==> config.mk <==
export PLATFORM = sky130hd
export DESIGN_NAME = touch_stopwatch_servo
export DESIGN_NICKNAME = d
export VERILOG_FILES = /design/src/rtl/core/tsw_pkg.sv /design/src/rtl/core/tsw_press.sv /design/src/rtl/core/tsw_time.sv /design/src/rtl/core/tsw_out_buf.sv /design/src/rtl/core/touch_stopwatch_servo.sv
export SDC_FILE = /design/constraint.sdc
export NUM_CORES = 1
export LEC_CHECK = 0
export BUFFER_PORTS_ARGS = -buffer_cell sky130_fd_sc_hd__clkbuf_2
export CELL_PAD_IN_SITES_DETAIL_PLACEMENT = 0
export CELL_PAD_IN_SITES_GLOBAL_PLACEMENT = 1
export CORE_ASPECT_RATIO = 1.2
export CORE_MARGIN = 8
export CORE_UTILIZATION = 52
export DETAILED_ROUTE_END_ITERATION = 10
export PLACE_DENSITY = 0.95
export SYNTH_ARGS = -nofsm -noshare
export SYNTH_HDL_FRONTEND = slang
export SYNTH_SLANG_ARGS = --single-unit
export TNS_END_PERCENT = 50
==> constraint.sdc <==
create_clock -name i_clk -period 6.8 [get_ports i_clk]
set_input_delay 0.34 -clock i_clk [delete_from_list [all_inputs] [get_ports i_clk]]
set_output_delay 0.34 -clock i_clk [all_outputs]
set_load 0.03 [all_outputs]
==> src/rtl/core/tsw_pkg.sv <==
// Shared types and constants for the touch stopwatch servo block.
`default_nettype none

package tsw_pkg;

    // Field widths
    localparam int TICK_W  = 16;
    localparam int ANGLE_W = 8;
    localparam int HOUR_W  = 7;
    localparam int MIN_W   = 6;
    localparam int SEC_W   = 6;
    localparam int CFG_IDX_W  = 8;
    localparam int CFG_DATA_W = 16;

    // Configuration register indexes
    localparam logic [CFG_IDX_W-1:0] CFG_SECOND_INTERVAL = 8'd0;
    localparam logic [CFG_IDX_W-1:0] CFG_SHORT_PRESS     = 8'd1;
    localparam logic [CFG_IDX_W-1:0] CFG_ANGLE_STEP      = 8'd2;
    localparam logic [CFG_IDX_W-1:0] CFG_FULL_ANGLE      = 8'd3;

    // Configuration reset values
    localparam logic [TICK_W-1:0]  RST_SECOND_INTERVAL = 16'd1000;
    localparam logic [TICK_W-1:0]  RST_SHORT_PRESS     = 16'd500;
    localparam logic [ANGLE_W-1:0] RST_ANGLE_STEP      = 8'd3;
    localparam logic [ANGLE_W-1:0] RST_FULL_ANGLE      = 8'd180;

    // Time limits
    localparam logic [SEC_W-1:0]  SEC_LAST  = 6'd59;
    localparam logic [MIN_W-1:0]  MIN_LAST  = 6'd59;
    localparam logic [HOUR_W-1:0] HOUR_MAX  = 7'd99;
    localparam logic [TICK_W-1:0] TICK_SAT  = 16'hFFFF;

    // Press decision handed from the press detector to the time keeper
    typedef struct packed {
        logic start;
        logic clear;
    } t_press_evt;

    // Live configuration
    typedef struct packed {
        logic [TICK_W-1:0]  second_interval;
        logic [TICK_W-1:0]  short_press_limit;
        logic [ANGLE_W-1:0] angle_step;
        logic [ANGLE_W-1:0] full_angle;
    } t_cfg;

    // One result item
    typedef struct packed {
        logic [ANGLE_W-1:0] hand_angle;
        logic [HOUR_W-1:0]  hours;
        logic [MIN_W-1:0]   minutes;
        logic [SEC_W-1:0]   seconds;
        logic               is_running;
        logic               second_advanced;
    } t_result;

endpackage

`default_nettype wire

==> src/rtl/core/tsw_press.sv <==
// Touch press detector: times a press and classifies it on release.
`default_nettype none

module tsw_press (
    input  wire logic                       i_clk,
    input  wire logic                       i_rst_n,
    input  wire logic                       i_accept,
    input  wire logic                       i_touch,
    input  wire logic                       i_running,
    input  wire logic [tsw_pkg::TICK_W-1:0] i_limit,
    output tsw_pkg::t_press_evt             o_evt
);
    import tsw_pkg::*;

    logic              r_prev, n_prev;
    logic              r_active, n_active;
    logic [TICK_W-1:0] r_len, n_len;

    // Press tracking and release decision
    always_comb begin
        n_prev   = i_touch;
        n_active = r_active;
        n_len    = r_len;
        o_evt    = '0;
        if (i_touch && !r_prev && !r_active) begin
            n_active = 1'b1;
            n_len    = {{(TICK_W-1){1'b0}}, 1'b1};
        end else if (i_touch && r_active) begin
            if (r_len != TICK_SAT) begin
                n_len = r_len + 1'b1;
            end
        end else if (!i_touch && r_active) begin
            n_active = 1'b0;
            if (!i_running) begin
                o_evt.start = (r_len < i_limit);
                o_evt.clear = !(r_len < i_limit);
            end else if (r_len > i_limit) begin
                o_evt.clear = 1'b1;
            end
        end
    end

    always_ff @(posedge i_clk) begin
        if (!i_rst_n) begin
            r_prev   <= 1'b0;
            r_active <= 1'b0;
            r_len    <= '0;
        end else if (i_accept) begin
            r_prev   <= n_prev;
            r_active <= n_active;
            r_len    <= n_len;
        end
    end

    // A decision only comes out of a live press
    a_evt_needs_press: assert property (@(posedge i_clk) disable iff (!i_rst_n)
        (o_evt.start || o_evt.clear) |-> r_active)
        else $error("press event without an active press");

endmodule

`default_nettype wire

==> src/rtl/core/tsw_time.sv <==
// Time keeper: tick counter, hand angle and hours:minutes:seconds.
`default_nettype none

module tsw_time (
    input  wire logic                i_clk,
    input  wire logic                i_rst_n,
    input  wire logic                i_accept,
    input  tsw_pkg::t_press_evt      i_evt,
    input  tsw_pkg::t_cfg            i_cfg,
    output logic                     o_running,
    output tsw_pkg::t_result         o_result
);
    import tsw_pkg::*;

    logic               r_running, n_running;
    logic [TICK_W-1:0]  r_tick, n_tick;
    logic [ANGLE_W-1:0] r_angle, n_angle;
    logic [HOUR_W-1:0]  r_hour, n_hour;
    logic [MIN_W-1:0]   r_min, n_min;
    logic [SEC_W-1:0]   r_sec, n_sec;
    logic               n_adv;
    logic [ANGLE_W:0]   angle_sum;

    assign angle_sum = {1'b0, r_angle} + {1'b0, i_cfg.angle_step};

    // Next state for one tick
    always_comb begin
        n_running = r_running;
        n_tick    = r_tick;
        n_angle   = r_angle;
        n_hour    = r_hour;
        n_min     = r_min;
        n_sec     = r_sec;
        n_adv     = 1'b0;
        if (i_evt.clear) begin
            n_running = 1'b0;
            n_tick    = '0;
            n_angle   = '0;
            n_hour    = '0;
            n_min     = '0;
            n_sec     = '0;
        end else if (i_evt.start) begin
            n_running = 1'b1;
            n_tick    = '0;
        end else if (r_running) begin
            if (r_tick != TICK_SAT) begin
                n_tick = r_tick + 1'b1;
            end
            if (r_angle >= i_cfg.full_angle) begin
                // hand at full scale snaps back
                n_angle = '0;
            end else if (n_tick >= i_cfg.second_interval) begin
                n_angle = (angle_sum > {1'b0, i_cfg.full_angle}) ?
                          i_cfg.full_angle : angle_sum[ANGLE_W-1:0];
                n_tick  = '0;
                n_adv   = 1'b1;
                if (r_sec >= SEC_LAST) begin
                    n_sec = '0;
                    if (r_min >= MIN_LAST) begin
                        n_min = '0;
                        if (r_hour < HOUR_MAX) begin
                            n_hour = r_hour + 1'b1;
                        end
                    end else begin
                        n_min = r_min + 1'b1;
                    end
                end else begin
                    n_sec = r_sec + 1'b1;
                end
            end
        end
    end

    always_ff @(posedge i_clk) begin
        if (!i_rst_n) begin
            r_running <= 1'b0;
            r_tick    <= '0;
            r_angle   <= '0;
            r_hour    <= '0;
            r_min     <= '0;
            r_sec     <= '0;
        end else if (i_accept) begin
            r_running <= n_running;
            r_tick    <= n_tick;
            r_angle   <= n_angle;
            r_hour    <= n_hour;
            r_min     <= n_min;
            r_sec     <= n_sec;
        end
    end

    assign o_running = r_running;

    always_comb begin
        o_result.hand_angle      = n_angle;
        o_result.hours           = n_hour;
        o_result.minutes         = n_min;
        o_result.seconds         = n_sec;
        o_result.is_running      = n_running;
        o_result.second_advanced = n_adv;
    end

    // Time stays in range and only moves while running
    a_time_range: assert property (@(posedge i_clk) disable iff (!i_rst_n)
        (r_hour <= HOUR_MAX) && (r_min <= MIN_LAST) && (r_sec <= SEC_LAST))
        else $error("elapsed time out of range");
    a_adv_running: assert property (@(posedge i_clk) disable iff (!i_rst_n)
        n_adv |-> (r_running && !i_evt.start && !i_evt.clear))
        else $error("second counted while stopped");

endmodule

`default_nettype wire

==> src/rtl/core/tsw_out_buf.sv <==
// Two-entry result buffer between the time keeper and the output channel.
`default_nettype none

module tsw_out_buf (
    input  wire logic         i_clk,
    input  wire logic         i_rst_n,
    input  wire logic         i_push,
    input  tsw_pkg::t_result  i_data,
    output logic              o_full,
    output logic              o_valid,
    input  wire logic         i_stall,
    output tsw_pkg::t_result  o_data
);
    import tsw_pkg::*;

    t_result    r_mem [2];
    logic       r_wr_ptr;
    logic       r_rd_ptr;
    logic [1:0] r_count;
    logic       pop;

    assign o_valid = (r_count != 2'd0);
    assign o_full  = (r_count == 2'd2);
    assign pop     = o_valid && !i_stall;
    assign o_data  = r_mem[r_rd_ptr];

    // Payload storage
    always_ff @(posedge i_clk) begin
        if (i_push) begin
            r_mem[r_wr_ptr] <= i_data;
        end
    end

    // Pointers and fill level
    always_ff @(posedge i_clk) begin
        if (!i_rst_n) begin
            r_wr_ptr <= 1'b0;
            r_rd_ptr <= 1'b0;
            r_count  <= 2'd0;
        end else begin
            if (i_push) begin
                r_wr_ptr <= !r_wr_ptr;
            end
            if (pop) begin
                r_rd_ptr <= !r_rd_ptr;
            end
            r_count <= r_count + {1'b0, i_push} - {1'b0, pop};
        end
    end

    // Never overfilled, and the count matches the pointer distance
    a_no_overflow: assert property (@(posedge i_clk) disable iff (!i_rst_n)
        (r_count <= 2'd2) && !(o_full && i_push))
        else $error("result buffer overflow");
    a_ptr_count: assert property (@(posedge i_clk) disable iff (!i_rst_n)
        (r_wr_ptr ^ r_rd_ptr) == r_count[0])
        else $error("result buffer pointers disagree with fill level");

endmodule

`default_nettype wire

==> src/rtl/core/touch_stopwatch_servo.sv <==
// Touch stopwatch servo top level: configuration registers and channel handshakes.
`default_nettype none

// Each input item is one millisecond tick with the sampled touch level, and it
// produces exactly one result item: the hand angle, the elapsed time and run
// status after that tick. The press detector and time keeper update their state
// at the accepting edge and the result enters a two-entry output buffer, so a
// new item is taken every cycle as long as the buffer is not full (two results
// waiting). Configuration registers come out of reset at 1000 ticks per second,
// a 500-tick short press limit, a 3-degree step and a 180-degree full scale,
// and should only be written while no item is in flight.
module touch_stopwatch_servo (
    input  wire logic                           i_clk,
    input  wire logic                           i_rst_n,
    input  wire logic                           i_in_valid,
    output logic                                o_in_stall,
    input  wire logic                           i_touch_level,
    output logic                                o_out_valid,
    input  wire logic                           i_out_stall,
    output logic [tsw_pkg::ANGLE_W-1:0]         o_hand_angle,
    output logic [tsw_pkg::HOUR_W-1:0]          o_hours,
    output logic [tsw_pkg::MIN_W-1:0]           o_minutes,
    output logic [tsw_pkg::SEC_W-1:0]           o_seconds,
    output logic                                o_is_running,
    output logic                                o_second_advanced,
    input  wire logic                           i_cfg_we,
    input  wire logic [tsw_pkg::CFG_IDX_W-1:0]  i_cfg_index,
    input  wire logic [tsw_pkg::CFG_DATA_W-1:0] i_cfg_data
);
    import tsw_pkg::*;

    t_cfg       r_cfg;
    t_press_evt evt;
    t_result    result;
    t_result    out_data;
    logic       accept;
    logic       running;
    logic       buf_full;

    assign o_in_stall = buf_full;
    assign accept     = i_in_valid && !buf_full;

    // Configuration registers; unknown indexes are ignored
    always_ff @(posedge i_clk) begin
        if (!i_rst_n) begin
            r_cfg.second_interval   <= RST_SECOND_INTERVAL;
            r_cfg.short_press_limit <= RST_SHORT_PRESS;
            r_cfg.angle_step        <= RST_ANGLE_STEP;
            r_cfg.full_angle        <= RST_FULL_ANGLE;
        end else if (i_cfg_we) begin
            case (i_cfg_index)
                CFG_SECOND_INTERVAL: r_cfg.second_interval   <= i_cfg_data;
                CFG_SHORT_PRESS:     r_cfg.short_press_limit <= i_cfg_data;
                CFG_ANGLE_STEP:      r_cfg.angle_step        <= i_cfg_data[ANGLE_W-1:0];
                CFG_FULL_ANGLE:      r_cfg.full_angle        <= i_cfg_data[ANGLE_W-1:0];
                default: ;
            endcase
        end
    end

    tsw_press u_press (
        .i_clk     (i_clk),
        .i_rst_n   (i_rst_n),
        .i_accept  (accept),
        .i_touch   (i_touch_level),
        .i_running (running),
        .i_limit   (r_cfg.short_press_limit),
        .o_evt     (evt)
    );

    tsw_time u_time (
        .i_clk     (i_clk),
        .i_rst_n   (i_rst_n),
        .i_accept  (accept),
        .i_evt     (evt),
        .i_cfg     (r_cfg),
        .o_running (running),
        .o_result  (result)
    );

    tsw_out_buf u_out_buf (
        .i_clk   (i_clk),
        .i_rst_n (i_rst_n),
        .i_push  (accept),
        .i_data  (result),
        .o_full  (buf_full),
        .o_valid (o_out_valid),
        .i_stall (i_out_stall),
        .o_data  (out_data)
    );

    assign o_hand_angle      = out_data.hand_angle;
    assign o_hours           = out_data.hours;
    assign o_minutes         = out_data.minutes;
    assign o_seconds         = out_data.seconds;
    assign o_is_running      = out_data.is_running;
    assign o_second_advanced = out_data.second_advanced;

    // An accepted item always shows up as a result on the next cycle
    a_accept_gives_result: assert property (@(posedge i_clk) disable iff (!i_rst_n)
        accept |=> o_out_valid)
        else $error("accepted item produced no result");

endmodule

`default_nettype wire
# Word level (Yosys, flattened, before mapping)

Memory sizes are Yosys's and may differ from the RTL's. A register that Yosys moved wholly into a read port is not among the register bits.
Index checks and enable logic that the tools add are counted.
W data, S select, Z words.

Bits in read-only memories: 0
Register bits: 114
Input bits: 30
Word-level logic and storage cells: 126
Bits in latches: 0
Memories: 1
Output and inout bits: 31
Bits in writable memories: 58

Memory list:

| name            | depth | width | rd ports | clocked after memory_dff | write ports | RTL line          | source |
|---|---|---|---|---|---|---|---|
| u_out_buf.r_mem | 2     | 29    | 1        | 1                        | 1           | tsw_out_buf.sv:16 | `t_result r_mem [2];` |

Order comparisons: 8
Reductions and logical operators: 27
Mux-type cells: 59
Shift-type cells: 0
Multipliers: 0
$add $sub $neg: 8
Equality and inequality tests: 7
Div/mod/pow operators: 0
Bitwise logic cells: 0

Operators by type and width:

| cell                    | number |
|---|---|
| $mux W16                | 12 |
| $mux W6                 | 13 |
| $mux W7                 | 8 |
| $mux W8                 | 6 |
| $add A16 B1 Y16 const B | 2 |
| $ne A16 B16 Y1 const B  | 2 |
| $mux W1                 | 17 |
| $eq A8 B2 Y1 const B    | 2 |
| $ge A16 B16 Y1          | 1 |
| $gt A16 B16 Y1          | 1 |
| $lt A16 B16 Y1          | 1 |
| $add A6 B1 Y6 const B   | 2 |
| $ge A6 B6 Y1 const B    | 2 |
| $reduce_and A2 Y1       | 5 |
| $add A8 B8 Y9           | 1 |
| $gt A9 B8 Y1            | 1 |
| $eq A8 B1 Y1 const B    | 1 |
| $ge A8 B8 Y1            | 1 |
| $logic_not A1 Y1        | 8 |
| $logic_not A8 Y1        | 1 |
| $reduce_bool A2 Y1      | 4 |
| $add A7 B1 Y7 const B   | 1 |
| $lt A7 B7 Y1 const B    | 1 |
| $logic_and A1 B1 Y1     | 6 |
| 7 further kinds         | 10 |

# Logic depth before layout (Yosys ltp)

Word-level depth: 14
Depth in mapped cells: 17
Mapped depth without buffers: 16

# Cells and area by module

From an unflattened synthesis, not the netlist that was laid out.

Cell total of the unflattened synthesis: 1006
Area, all modules: 9760.6 um2

By module, submodules not included:

| module                | times used | cells each | seq. area each (um2) | area each (um2) |
|---|---|---|---|---|
| tsw_time              | 1          | 533        | 880.8                | 4070.2 |
| tsw_out_buf           | 1          | 113        | 1841.8               | 2379.8 |
| touch_stopwatch_servo | 1          | 189        | 960.9                | 1960.6 |
| tsw_press             | 1          | 171        | 360.3                | 1350.0 |

# Worst setup path after synthesis

No wires, ideal clock.

Kind: reg-to-reg
From: reg u_time.r_tick[4]
To: mem u_out_buf.r_mem[0][12] (netlist bit) (data pin)
Arrival time: 3.533 ns
Clock period less this slack: 3.807 ns
Setup time: 0.274 ns
Path buffers: 3
Path slack: 2.993 ns
Cell stages (with the launch flop): 17
Required time: 6.526 ns
Path through: dfxtp_1 -> and3_1 -> and4_1 -> clkbuf_1 -> nand4_1 -> clkbuf_1 -> nand2_1 -> nor2_1 -> xor2_1 -> ha_1 -> and4_1 -> nand2_1 -> o21ai_1 -> clkbuf_1 -> nand4_1 -> o31ai_1 -> a21oi_1

RTL lines:

| element                | RTL line          | source |
|---|---|---|
| start, declared        | tsw_time.sv:16    | `logic [TICK_W-1:0] r_tick, n_tick;` |
| start signal, assigned | tsw_time.sv:84    | `r_tick <= n_tick;` |
| end, declared          | tsw_out_buf.sv:16 |  |

==> qor.yml <==
status:
  status: "finished clean"
cts:
  post-cts-setup-buffer-count: 0
  clock_sinks: 173
  cts-buffers-inserted: 17
  path_clk_slew_ns: 0.07
  max-clock-path-buffers: 2
  cts_tree: "done"
  cts_root_buffer: "clkbuf_16"
  cts_hold_buf: 0
  clock_latency_ns: 0.44
  cts_resized: 0
  h-tree-depth: 4
sta:
  post-route-period-util: 0.770
  slew-limit-headroom: 0.165
  timing.final.ws_setup_ns: 1.57
  clock.fmax_ghz: 0.191
  tns_ns: 0
  tightestPinTransition_ns: 1.25
  skew_ns: 0.0113
  rsz0062_at_grt: "no"
  maxSlewViolCount: 0
  hold_violations: 0
  period_needed_ns: 5.23
  setup_viol: 0
hold_path:
  hold_class: "in -> reg"
place:
  place_ws_ns: 1.59
  numPortBuffers: 60
  place_hpwl_mm: 14.2
  placed_cells: 1181
  gp_congestion: 0.846
finish:
  syn_to_final_growth_pct: 11.8
  nets: 1074
  final_cells: 1213
  final_layout_size_suffix_gt1_frac: 0.148
  post-route-util: 0.588
  antenna_cells: 0
floorplan:
  fp-row-count: 53
  dieArea_sq_um: 22100
  die_w_um: 137
  start_util: 0.526
  dieHeight_um: 161
  core_region_area_sq_um: 17400
  ios: 61
synth:
  synth-seq-cells: 173
  synth.top_cell.area_share: 0.252
  yosys.area_share.xor_xnor: 0.0335
  synth_area_per_cell_sq_um: 9.81
  synth_top_family_by_area: "simple AND/OR/NAND/NOR gates"
  yosys.area.top_type: "dfxtp_1"
  async_flop_share: 0
  synth_simple_gate_area_frac: 0.152
  yosys.cell_types.count: 68
  synth_compound_area_frac: 0.142
  synth_area_leaders: "dfxtp_1 25%, edfxtp_1 19%, ha_1 8.6%"
  synth_fa_ha_area_frac: 0.0884
  synth_edf_count: 58
  syn_nets: 1026
  synthCells: 932
  syn_area_sq_um: 9140
  muxShareOfSynthArea: 0.0956
  ys.flop_type: "dfxtp_1"
  ys_seq_area_frac: 0.442
  ys_warn_count: 0
setup_path:
  critPathLaunchType: "flop"
  rr_startpoint: "u_time.r_tick[4]"
  critical_path_arrival_ns: 5.50
  startpoint: "u_time.r_tick[4]"
  r2r_end: "u_out_buf.r_mem[0][4]"
  cp_max_fo: 16
  cpPeakStageDelay_ns: 0.90
  reg2regPathDepth: 12
  crit_path_cell_trace: "and3_1, and4_1, nand4_1, mux2_2, ha_1, nand2_1, o21ai_0, a21oi_1, o21ai_1, nand2_1, or4b_1, a21oi_1"
  critPathCaptureType: "flop"
  crit_type: "reg -> reg"
  endpoint: "u_out_buf.r_mem[0][4]"
  rrSetupSlack_ns: 1.57
  critical_path.slowest_cell: "o21ai_1"
  crit_required_ns: 7.07
routing:
  routed_wl_mm: 19.3
  via_per_inst: 5.73
  ant_nets: 0
  first_pass_iters: 5
  wl_per_cell_um: 15.9
  vias: 6953
  drcViolationCount: 0
  drt_iter0_drc: 434
power:
  cellPowerDensity_nw_per_um2: 262
  power.total_w: 0.00268
  peakVddDrop_v: 0.000142
  p_leak_nw: 4.43
flow_run:
  maxCapViolations: 0
global_route:
  antenna_found_initial: 0
  grt_first_pass_wirelength_mm: 32.4
  grt_pass1_vias: 6646
  grt_overflow_total: 0
  grt_max_degree: 38
  grt_usage: 0.182
[layout by cell type, fill, tap and decap left out, drive strengths merged, types with 10 or more instances in the layout]
cell / synthesis / routed
o211ai: 11 / 11
clkbuf: 26 / 79
o21ai: 31 / 31
nand3: 36 / 36
edfxtp: 58 / 58
dfxtp: 115 / 115
mux2i: 48 / 48
inv: 66 / 72
nand2: 77 / 77
a31oi: 12 / 12
and3: 14 / 14
a21oi: 46 / 46
a22o: 10 / 10
mux2: 35 / 35
xnor2: 18 / 18
nand4: 17 / 17
ha: 63 / 63
xor2: 17 / 17
nor2: 85 / 85
[metal layers]
metal	track usage	share of wire	vias up
li1	-	-	3484
met1	0.221	0.44	3310
met2	0.310	0.51	139
met3	0.0401	0.044	20
met4	0.0594	0.013	0
met5	0	0	-
[cell families after synthesis]
group | after synthesis
AOI/OAI and AO/OA | 185
adders and majority gates | 64
xor gates and xnor gates | 35
and+or+nand+nor | 286
buffers and inverters | 106
muxes | 83
DFF | 173
[Yosys cell counts (6+ instances only)]
| library cell | instances |
|---|---|
| xor2_1 | 17 |
| nand3_1 | 36 |
| o2bb2ai_1 | 8 |
| and3_1 | 14 |
| nor2_1 | 85 |
| nor2b_1 | 6 |
| and2_1 | 7 |
| xnor2_1 | 18 |
| a22o_1 | 10 |
| ha_1 | 63 |
| inv_1 | 66 |
| nand4_1 | 17 |
| a21oi_1 | 45 |
| clkbuf_1 | 26 |
| o211ai_1 | 11 |
| o21a_1 | 8 |
| mux2_2 | 35 |
| o21ai_1 | 8 |
| a31oi_1 | 12 |
| and4_1 | 6 |
| edfxtp_1 | 58 |
| dfxtp_1 | 115 |
| o21ai_0 | 23 |
| nand2b_1 | 8 |
| a211oi_1 | 8 |
| or3_1 | 9 |
| mux2i_1 | 48 |
| nand2_1 | 77 |
[power by group]
group,switching [W],internal (W)
Sequential,0.0000277,0.00115
Combinational,0.000330,0.000168
Clock,0.000422,0.000580
Total,0.000780,0.00190
[worst max-delay path, delay by kind of cell (launching register included)]
kind / cells / cell delay [ns]
AND/OR/NAND/NOR: 6 / 2.43
flip-flops: 1 / 0.44
adder cells (fa/ha/maj): 1 / 0.27
multiplexers: 1 / 0.49
AO/OA/AOI/OAI: 4 / 1.41
[worst min path at each step]
stage,startpoint,endpoint,cells past startpoint
after global placement,r_cfg[24],r_cfg[24],2
after global routing,i_cfg_data[10],r_cfg[42],3
final,i_cfg_data[9],r_cfg[41],3
after floorplan,r_cfg[18],r_cfg[18],2
after CTS,i_cfg_data[9],r_cfg[41],3
after detailed placement,r_cfg[23],r_cfg[23],2
[per-stage QoR]
stage	instance area, sq um	hold WS, ns
after floorplan	9140	0.445
after CTS	10200	0.151
after detailed placement	9610	0.466
final	10200	0.160
after global placement	9610	0.459
after global routing	10200	0.164
[area by class of cell]
cell class	instances	area (sq um)
clock buffers	19	464
clock inverters	13	149
fillers	1516	7150
inverters	68	255
multi-input cells	653	4680
flip-flops and latches	173	4040
well taps	220	275
repair buffers	67	353
[flip-flops by register name, indices dropped and copies added (netlist names), named ones only]
register            flops
u_time.r_sec            6
u_time.r_tick          16
r_cfg                  48
u_out_buf.r_mem        58
u_out_buf.r_count       2
u_time.o_running        1
u_press.r_len          16
u_time.r_hour           7
u_out_buf.r_wr_ptr      1
u_out_buf.r_rd_ptr      1
u_press.r_active        1
u_time.r_angle          8
u_press.r_prev          1
u_time.r_min            6
(Power assumes the default switching activity.)
